`src/hslrgb_pkg.sv`:
```
// ----------------------------------------------------------------------------
// hslrgb_pkg
// Shared types, constants and a helper function for the HSLA to RGBA converter.
// ----------------------------------------------------------------------------
package hslrgb_pkg;

	// Fixed point: lightness and saturation carry FRAC_BITS fraction bits
	localparam int FRAC_BITS = 16;
	localparam int FX_W      = FRAC_BITS + 1;
	localparam int HUE_W     = 9;
	localparam int K_W       = 6;
	localparam int NUM_LANES = 3;

	localparam logic [FX_W-1:0]  ONE_FX  = FX_W'(1) << FRAC_BITS;
	localparam logic [FX_W-1:0]  HALF_FX = FX_W'(1) << (FRAC_BITS - 1);
	localparam logic [HUE_W-1:0] HUE_MAX = 9'd360;

	// Lane order inside the work item and the back end
	localparam int LANE_RED   = 0;
	localparam int LANE_GREEN = 1;
	localparam int LANE_BLUE  = 2;

	// floor(x/60) == (x * DIV60_RECIP) >> DIV60_SHIFT for x below 15360
	localparam logic [14:0] DIV60_RECIP = 15'd17477;
	localparam int          DIV60_SHIFT = 20;

	typedef struct packed {
		logic [HUE_W-1:0] hue_degrees;
		logic [FX_W-1:0]  saturation;
		logic [FX_W-1:0]  lightness;
		logic [7:0]       alpha_in;
	} hsla_t;

	typedef struct packed {
		logic [7:0] red;
		logic [7:0] green;
		logic [7:0] blue;
		logic [7:0] alpha_out;
	} rgba_t;

	// Transaction handed from the front end to the back end
	typedef struct packed {
		logic [FX_W-1:0]                p;
		logic [FX_W-1:0]                d;
		logic [NUM_LANES-1:0][K_W-1:0]  k;
		logic [7:0]                     alpha;
	} work_t;

	// Piecewise hue weight, 0..60, for a wrapped hue t in 0..360
	function automatic logic [K_W-1:0] hue_weight(input logic [HUE_W-1:0] t);
		logic [HUE_W-1:0] diff;
		diff = 9'd240 - t;
		if (t < 9'd60) begin
			return t[K_W-1:0];
		end else if (t < 9'd180) begin
			return 6'd60;
		end else if (t < 9'd240) begin
			return diff[K_W-1:0];
		end else begin
			return '0;
		end
	endfunction

endpackage

```
`src/hslrgb_front.sv`:
```
// ----------------------------------------------------------------------------
// hslrgb_front
// Front end: clamps the input, forms the q, p and d terms and the hue weights.
// ----------------------------------------------------------------------------
module hslrgb_front (
	input  logic            clk,
	input  logic            arst_n,
	input  logic            push,
	input  hslrgb_pkg::hsla_t in_data,
	output logic            full,
	output logic            out_valid,
	input  logic            out_ready,
	output hslrgb_pkg::work_t out_data
);
	import hslrgb_pkg::*;

	logic             adv;
	logic             v_s1_q;
	logic             v_s2_q;
	logic [HUE_W-1:0] h_c;
	logic [FX_W-1:0]  s_c;
	logic [FX_W-1:0]  l_c;
	logic [2*FX_W-1:0] prod;

	logic [HUE_W-1:0] h_s1;
	logic [FX_W-1:0]  s_s1;
	logic [FX_W-1:0]  l_s1;
	logic [FX_W-1:0]  ls_s1;
	logic [7:0]       a_s1;

	logic [FX_W:0]    q_w;
	logic [FX_W:0]    p_w;
	logic [FX_W-1:0]  q;
	logic [FX_W-1:0]  p;
	logic [HUE_W:0]   t_r_w;
	logic [HUE_W:0]   t_b_w;
	logic [HUE_W-1:0] t_r;
	logic [HUE_W-1:0] t_b;
	work_t            work_s2;

	// whole front advances when its last stage is empty or drained
	assign adv       = !v_s2_q || out_ready;
	assign full      = !adv;
	assign out_valid = v_s2_q;
	assign out_data  = work_s2;

	// clamp and multiply
	always_comb begin
		h_c  = (in_data.hue_degrees > HUE_MAX) ? HUE_MAX : in_data.hue_degrees;
		s_c  = (in_data.saturation > ONE_FX) ? ONE_FX : in_data.saturation;
		l_c  = (in_data.lightness > ONE_FX) ? ONE_FX : in_data.lightness;
		prod = (2*FX_W)'(l_c) * (2*FX_W)'(s_c);
	end

	// q, p, d and wrapped hues; zero saturation falls out as p = l, d = 0
	always_comb begin
		if (l_s1 < HALF_FX) begin
			q_w = {1'b0, l_s1} + {1'b0, ls_s1};
		end else begin
			q_w = {1'b0, l_s1} + {1'b0, s_s1} - {1'b0, ls_s1};
		end
		q   = q_w[FX_W-1:0];
		p_w = {l_s1, 1'b0} - {1'b0, q};
		p   = p_w[FX_W-1:0];

		t_r_w = {1'b0, h_s1} + 10'd120;
		if (t_r_w > {1'b0, HUE_MAX}) begin
			t_r_w = t_r_w - {1'b0, HUE_MAX};
		end
		t_r = t_r_w[HUE_W-1:0];

		if (h_s1 < 9'd120) begin
			t_b_w = {1'b0, h_s1} + 10'd240;
		end else begin
			t_b_w = {1'b0, h_s1} - 10'd120;
		end
		t_b = t_b_w[HUE_W-1:0];
	end

	always_ff @(posedge clk or negedge arst_n) begin
		if (!arst_n) begin
			v_s1_q <= 1'b0;
			v_s2_q <= 1'b0;
		end else if (adv) begin
			v_s1_q <= push;
			v_s2_q <= v_s1_q;
		end
	end

	always_ff @(posedge clk) begin
		if (adv) begin
			h_s1  <= h_c;
			s_s1  <= s_c;
			l_s1  <= l_c;
			ls_s1 <= prod[FRAC_BITS +: FX_W];
			a_s1  <= in_data.alpha_in;

			work_s2.p              <= p;
			work_s2.d              <= q - p;
			work_s2.k[LANE_RED]    <= hue_weight(t_r);
			work_s2.k[LANE_GREEN]  <= hue_weight(h_s1);
			work_s2.k[LANE_BLUE]   <= hue_weight(t_b);
			work_s2.alpha          <= a_s1;
		end
	end

endmodule

```
`src/hslrgb_fifo.sv`:
```
// ----------------------------------------------------------------------------
// hslrgb_fifo
// Small decoupling queue between the front and back ends.
// ----------------------------------------------------------------------------
module hslrgb_fifo #(
	parameter int DEPTH = 4
) (
	input  logic              clk,
	input  logic              arst_n,
	input  logic              push,
	input  hslrgb_pkg::work_t wdata,
	output logic              full,
	input  logic              pop,
	output hslrgb_pkg::work_t rdata,
	output logic              empty
);
	import hslrgb_pkg::*;

	localparam int AW = (DEPTH > 1) ? $clog2(DEPTH) : 1;
	localparam int CW = $clog2(DEPTH + 1);

	work_t         mem_q [DEPTH];
	logic [AW-1:0] wr_ptr_q;
	logic [AW-1:0] rd_ptr_q;
	logic [CW-1:0] count_q;
	logic          do_push;
	logic          do_pop;

	assign full    = (count_q == CW'(DEPTH));
	assign empty   = (count_q == '0);
	assign do_push = push && !full;
	assign do_pop  = pop && !empty;
	assign rdata   = mem_q[rd_ptr_q];

	always_ff @(posedge clk or negedge arst_n) begin
		if (!arst_n) begin
			wr_ptr_q <= '0;
			rd_ptr_q <= '0;
			count_q  <= '0;
		end else begin
			if (do_push) begin
				wr_ptr_q <= (wr_ptr_q == AW'(DEPTH - 1)) ? '0 : wr_ptr_q + 1'b1;
			end
			if (do_pop) begin
				rd_ptr_q <= (rd_ptr_q == AW'(DEPTH - 1)) ? '0 : rd_ptr_q + 1'b1;
			end
			if (do_push && !do_pop) begin
				count_q <= count_q + 1'b1;
			end else if (do_pop && !do_push) begin
				count_q <= count_q - 1'b1;
			end
		end
	end

	always_ff @(posedge clk) begin
		if (do_push) begin
			mem_q[wr_ptr_q] <= wdata;
		end
	end

endmodule

```
`src/hslrgb_back.sv`:
```
// ----------------------------------------------------------------------------
// hslrgb_back
// Back end: three channel lanes, blend, scale by 255, divide by 60.
// ----------------------------------------------------------------------------
module hslrgb_back (
	input  logic              clk,
	input  logic              arst_n,
	input  logic              in_valid,
	output logic              in_ready,
	input  hslrgb_pkg::work_t in_data,
	output logic              empty,
	input  logic              pop,
	output hslrgb_pkg::rgba_t out_data
);
	import hslrgb_pkg::*;

	localparam int M_W = FX_W + 5;      // 60 * ONE fits
	localparam int P_W = M_W + 8;       // times 255
	localparam int X_W = P_W - FRAC_BITS;
	localparam int Y_W = X_W + 15;

	logic adv;
	logic v_b1_q;
	logic v_b2_q;
	logic v_b3_q;

	logic [NUM_LANES-1:0][M_W-1:0] m_c;
	logic [NUM_LANES-1:0][M_W-1:0] m_b1;
	logic [NUM_LANES-1:0][P_W-1:0] sc_c;
	logic [NUM_LANES-1:0][X_W-1:0] x_b2;
	logic [NUM_LANES-1:0][Y_W-1:0] y_c;
	logic [NUM_LANES-1:0][7:0]     ch_b3;
	logic [7:0]                    a_b1;
	logic [7:0]                    a_b2;
	logic [7:0]                    a_b3;

	assign adv      = !v_b3_q || pop;
	assign in_ready = adv;
	assign empty    = !v_b3_q;

	always_comb begin
		for (int i = 0; i < NUM_LANES; i++) begin
			m_c[i]  = M_W'(in_data.p) * M_W'(60) + M_W'(in_data.d) * M_W'(in_data.k[i]);
			sc_c[i] = {m_b1[i], 8'b0} - P_W'(m_b1[i]);
			y_c[i]  = Y_W'(x_b2[i]) * Y_W'(DIV60_RECIP);
		end
	end

	assign out_data.red       = ch_b3[LANE_RED];
	assign out_data.green     = ch_b3[LANE_GREEN];
	assign out_data.blue      = ch_b3[LANE_BLUE];
	assign out_data.alpha_out = a_b3;

	always_ff @(posedge clk or negedge arst_n) begin
		if (!arst_n) begin
			v_b1_q <= 1'b0;
			v_b2_q <= 1'b0;
			v_b3_q <= 1'b0;
		end else if (adv) begin
			v_b1_q <= in_valid;
			v_b2_q <= v_b1_q;
			v_b3_q <= v_b2_q;
		end
	end

	always_ff @(posedge clk) begin
		if (adv) begin
			a_b1 <= in_data.alpha;
			a_b2 <= a_b1;
			a_b3 <= a_b2;
			for (int i = 0; i < NUM_LANES; i++) begin
				m_b1[i]  <= m_c[i];
				x_b2[i]  <= sc_c[i][P_W-1:FRAC_BITS];
				ch_b3[i] <= y_c[i][DIV60_SHIFT +: 8];
			end
		end
	end

endmodule

```
`src/hsla_to_rgba_converter_core.sv`:
```
// ----------------------------------------------------------------------------
// hsla_to_rgba_converter_core
// HSLA color to 8-bit RGBA, one transaction per clock while neither side stalls.
// ----------------------------------------------------------------------------
//  channel   | ports                      | transaction on
//  ----------+----------------------------+----------------------------
//  input     | push, full, color_in       | push && !full
//  result    | pop, empty, color_out      | pop && !empty
//
//  Sustained rate: one transaction per cycle in and out when nothing stalls.
//  Path: front stages s1, s2, then the queue, then back stages b1, b2, b3;
//  the back end's three lanes share no unit.
//  Reset (arst_n low) empties all stages and the queue; data regs not reset.
//  A held result stalls only the back end; the queue (QUEUE_DEPTH entries)
//  absorbs it before the front end raises full.
// ----------------------------------------------------------------------------
module hsla_to_rgba_converter_core #(
	parameter int QUEUE_DEPTH = 4
) (
	input  logic              clk,
	input  logic              arst_n,
	input  logic              push,
	output logic              full,
	input  hslrgb_pkg::hsla_t color_in,
	input  logic              pop,
	output logic              empty,
	output hslrgb_pkg::rgba_t color_out
);
	import hslrgb_pkg::*;

	// front end -> queue
	logic  fr_valid;
	logic  q_full;
	work_t fr_work;

	// queue -> back end
	logic  q_empty;
	logic  bk_ready;
	work_t q_work;

	// Front: clamp, q/p/d terms, per-channel hue weights
	hslrgb_front u_front (
		.clk       (clk),
		.arst_n    (arst_n),
		.push      (push),
		.in_data   (color_in),
		.full      (full),
		.out_valid (fr_valid),
		.out_ready (!q_full),
		.out_data  (fr_work)
	);

	// Decoupling queue so each side stalls on its own
	hslrgb_fifo #(
		.DEPTH (QUEUE_DEPTH)
	) u_fifo (
		.clk    (clk),
		.arst_n (arst_n),
		.push   (fr_valid),
		.wdata  (fr_work),
		.full   (q_full),
		.pop    (bk_ready),
		.rdata  (q_work),
		.empty  (q_empty)
	);

	// Back: blend, scale by 255, divide by 60 (reciprocal multiply)
	hslrgb_back u_back (
		.clk      (clk),
		.arst_n   (arst_n),
		.in_valid (!q_empty),
		.in_ready (bk_ready),
		.in_data  (q_work),
		.empty    (empty),
		.pop      (pop),
		.out_data (color_out)
	);

endmodule
```
`config.mk`:
```
export PLATFORM = sky130hd
export DESIGN_NAME = hsla_to_rgba_converter_core
export DESIGN_NICKNAME = d
export VERILOG_FILES = /design/src/hslrgb_pkg.sv /design/src/hslrgb_front.sv /design/src/hslrgb_fifo.sv /design/src/hslrgb_back.sv /design/src/hsla_to_rgba_converter_core.sv
export SDC_FILE = /design/constraint.sdc
export NUM_CORES = 2
export LEC_CHECK = 0
export BUFFER_PORTS_ARGS = -buffer_cell sky130_fd_sc_hd__buf_2
export CORE_MARGIN = 10
export CORE_UTILIZATION = 50
export DETAILED_ROUTE_END_ITERATION = 16
export PLACE_DENSITY = 0.66
export SKIP_CTS_REPAIR_TIMING = 1
export SYNTH_ARGS = -nofsm -noshare
export SYNTH_HDL_FRONTEND = slang
export SYNTH_SLANG_ARGS = --single-unit
```
`constraint.sdc`:
```
create_clock -name clk -period 10.3 [get_ports clk]
set_clock_uncertainty 0.1 [all_clocks]
set_input_delay 1.545 -clock clk [delete_from_list [all_inputs] [get_ports clk]]
set_output_delay 1.545 -clock clk [all_outputs]
set_load 0.01 [all_outputs]
```
==> parameters.txt <==
Parameter                              Value

STA
  TNS Setup ... 0 ns
  Max-Slew Margin vs Limit ... 21.0%
  Peak Freq ... 114 MHz
  Minimum clock period after layout ... 8.80 ns
  Final Hold Vio Count ... 0
  Count of endpoints failing setup in the final report ... 0
  Fin. max-slew vios ... 0
  Worst-Margin Slew ... 1.18 ns
  Final Cycle Share ... 85.4%
  Setup repair after global routing missed its margin ... no

Cells and area
  Syn-to-layout area delta ... 7.38%
  FF+latch area ... 15800 um2
  Area of combinational cells with multiple inputs ... 30500 um2
  Nets ... 5926
  Post-layout utilization of the core ... 53.9%
  Layout cells sized above 1 ... 6.38%
  Fill count ... 8774
  Antenna fix cells ... 0
  Finished Layout Cells ... 6061

GRT
  Wire length of the first global-routing pass ... 173000 um
  Number of global-route vias before repair ... 34318
  Met1 global-route usage ... 23.3%
  Grt ovf ... 0
  Pin count of the biggest net entering global routing ... 87
  GRT busiest layer ... met2
  Met3 Resource Use GR ... 2.37%
  Number of antenna violations at the first check in global routing ... 0
  Met2 demand-to-capacity share in global routing ... 33.7%
  All-Layer GR Usage ... 18.8%

CTS
  Number of buffers inserted during clock tree synthesis ... 56
  Clock Path Buffers ... 3
  TritonCTS clock tree ... yes
  Clock-pin slew on the worst setup and hold paths ... 0.06 ns
  Clock net sink count ... 528
  Root buffer cell ... clkbuf_16
  CTS H-tree lvls ... 2
  Source-to-sink clock delay at the later pin of the worst-skew pair ... 0.64 ns

Setup path
  Worst path max stage delay ... 0.56 ns
  Standard cell with the maximum stage delay on the critical path ... inv_1
  Buf+Inv Stages, Crit Path ... 5
  Data arrival at the endpoint of the critical path ... 9.09 ns
  Start point of the critical path ... color_in[39]
  Category of the worst setup path launch point ... primary input
  Crit-path most repeated cell ... fa_1
  Worst-path maximum fanout ... 22
  Family with the most delay on the worst path ... adder cells
  Beginning of the worst register-to-register path ... u_fifo.rd_ptr_q[0]
  Setup crit end kind ... register
  Crit Path Category ... in2reg
  Required time at the worst-slack endpoint ... 10.59 ns

Floorplanning
  Initial standard-cell utilization of the core ... 50.2%
  I/O pin count ... 89
  Die extent in y ... 337 um
  Die Footprint ... 113000 um2
  Area of the core region ... 99900 um2
  Overall die width ... 337 um
  Std-Cell Rows ... 116

Synthesis
  Share of flip-flops with an asynchronous set or reset after synthesis ... 2.27%
  Most common flop cell mapped by yosys ... edfxtp_1
  Number of flip-flops and latches in the synthesized netlist ... 528
  Avg Synthesized Cell Area ... 10.8 um2
  Cell taking the most area after synthesis ... edfxtp_1
  Gate count after technology mapping ... 4640
  Cells taking the most area after synthesis ... edfxtp_1, fa_1, ha_1, inv_1, nand2_1
  Commonest cells in the synthesized netlist ... inv_1, ha_1, fa_1
  Mapped Area ... 50100 um2
  Sequential fraction of the synthesis area ... 31.5%
  EDFF count, synth ... 516
  Yosys Warn Count ... 0
  Cell variety after synth ... 96
  Area share of the largest cell type after synthesis ... 30.9%
  Most instantiated library cell after synthesis ... inv_1

Placement
  Placed insts ... 5957
  Input/output buffers ... 88
  Detailed placement HPWL ... 81500 um
  Last weighted congestion value of the routability-driven placer ... 0.903

Route
  Antenna violation net count after detailed routing ... 0
  WL per Instance ... 17.0 um
  Number of vias per cell ... 5.28
  Number of iterations in the first detailed-routing pass ... 9
  Initial DRC count ... 1698
  Vias post-DR ... 32019
  Residual DRC ... 0
  Final wirelength ... 103000 um

Hold path
  Tightest Hold Check Type ... reg2reg
  Hold path startpoint ... u_back.a_b2[4]

Status
  Run status ... finished clean

Job
  # Max-Cap Violations ... 0
## area by class of cell
cell class	instances	share of cell area, %
multi-input cells	3070	56.6
flip-flops and latches	528	29.3
inverters	956	6.66
well taps	1298	3.02
clock buffers	73	2.78
repair buffers	105	1.08
clock inverters	31	0.569
## path summary, 6_finish.rpt
kind                                      endpoint  slack, ns  cells past startpoint
worst max-delay path             u_front.ls_s1[11]       1.50                     26
worst min-delay path                u_back.a_b3[4]       0.31                      0
worst max register to register     u_back.m_b1[21]       2.16                     21
max in group asynchronous       u_fifo.rd_ptr_q[0]       9.16                      1
worst min register to register      u_back.a_b3[4]       0.31                      0
min in group asynchronous           u_front.v_s1_q       0.68                      1
## flip-flops by register name, summed over array words and instances (netlist names)
signal             count
u_fifo.wr_ptr_q        2
u_front.h_s1           9
u_back.m_b1           63
u_back.v_b1_q          1
u_back.a_b2            8
u_front.s_s1          17
u_back.a_b1            8
u_front.out_data      59
u_back.a_b3            8
u_back.x_b2           42
u_fifo.mem_q         236
u_fifo.rd_ptr_q        2
u_back.v_b3_q          1
u_front.out_valid      1
u_back.v_b2_q          1
u_front.ls_s1         17
u_back.out_data       24
u_fifo.count_q         3
u_front.a_s1           8
u_front.v_s1_q         1
u_front.l_s1          17
## logic make-up (layout without fill, tap and decap cells)
group / Yosys count / after routing / synth area share, %
muxes: 67 / 67 / 2.82
adders and majority gates: 1154 / 1154 / 37.2
xor gates and xnor gates: 215 / 215 / 3.85
DFF: 528 / 528 / 31.5
and+or+nand+nor: 1121 / 1121 / 10.1
AOI/OAI and AO/OA: 504 / 504 / 6.68
other: 2 / 9 / 0.0150
buffers and inverters: 1049 / 1165 / 7.89
## worst reg2reg max path, cell delays in order, from the launching register on
cell      delay, ns
dfrtp_4        0.99
mux4_2         0.82
fa_1           0.59
fa_1           0.44
ha_1           0.35
nor2b_1        0.15
o21a_1         0.17
o21ai_0        0.24
a21oi_1        0.14
o21a_1         0.20
o21ai_0        0.25
nand2b_1       0.11
xnor2_1        0.85
fa_1           0.56
inv_1          0.08
ha_1           0.20
a21oi_1        0.14
o22ai_1        0.35
nor2_1         0.09
a211oi_1       0.39
a31oi_1        0.18
xnor3_1        0.43
## per-stage QoR
step,hold slack (ns),worst slack (ns),cell area [um2]
after detailed placement,0.305,0.901,52000
final,0.315,1.50,53800
after CTS,0.317,1.60,53800
after floorplan,0.300,1.89,50200
after global placement,0.303,0.977,52000
after global routing,0.324,1.04,53800
## routing by layer
layer / wire length, um / vias up
met1: 43900 / 15803
met3: 4150 / 188
li1: - / 15349
met4: 3760 / 0
met2: 51500 / 679
met5: 0 / -
## cell usage in the layout (no fill, tap or decap), drive strengths merged, types with 11 or more instances in the layout
master,count
a31oi,22
clkinv,32
o21bai,19
ha,595
a211oi,16
clkbuf,73
edfxtp,516
nand2,524
nand4,12
inv,952
nor4,20
or3,16
and3,26
mux4,59
a21oi,149
o211ai,11
dfrtp,12
nand3,39
nand2b,34
and2,78
fa,559
o31ai,13
nor2,251
o21ai,91
nor3,63
o21a,55
buf,105
xor2,54
xnor2,159
nor2b,26
a21o,39
Power is left out: the tool's default activity adds up to more than one toggle a clock period on the data nets, which glitch-free logic cannot reach.
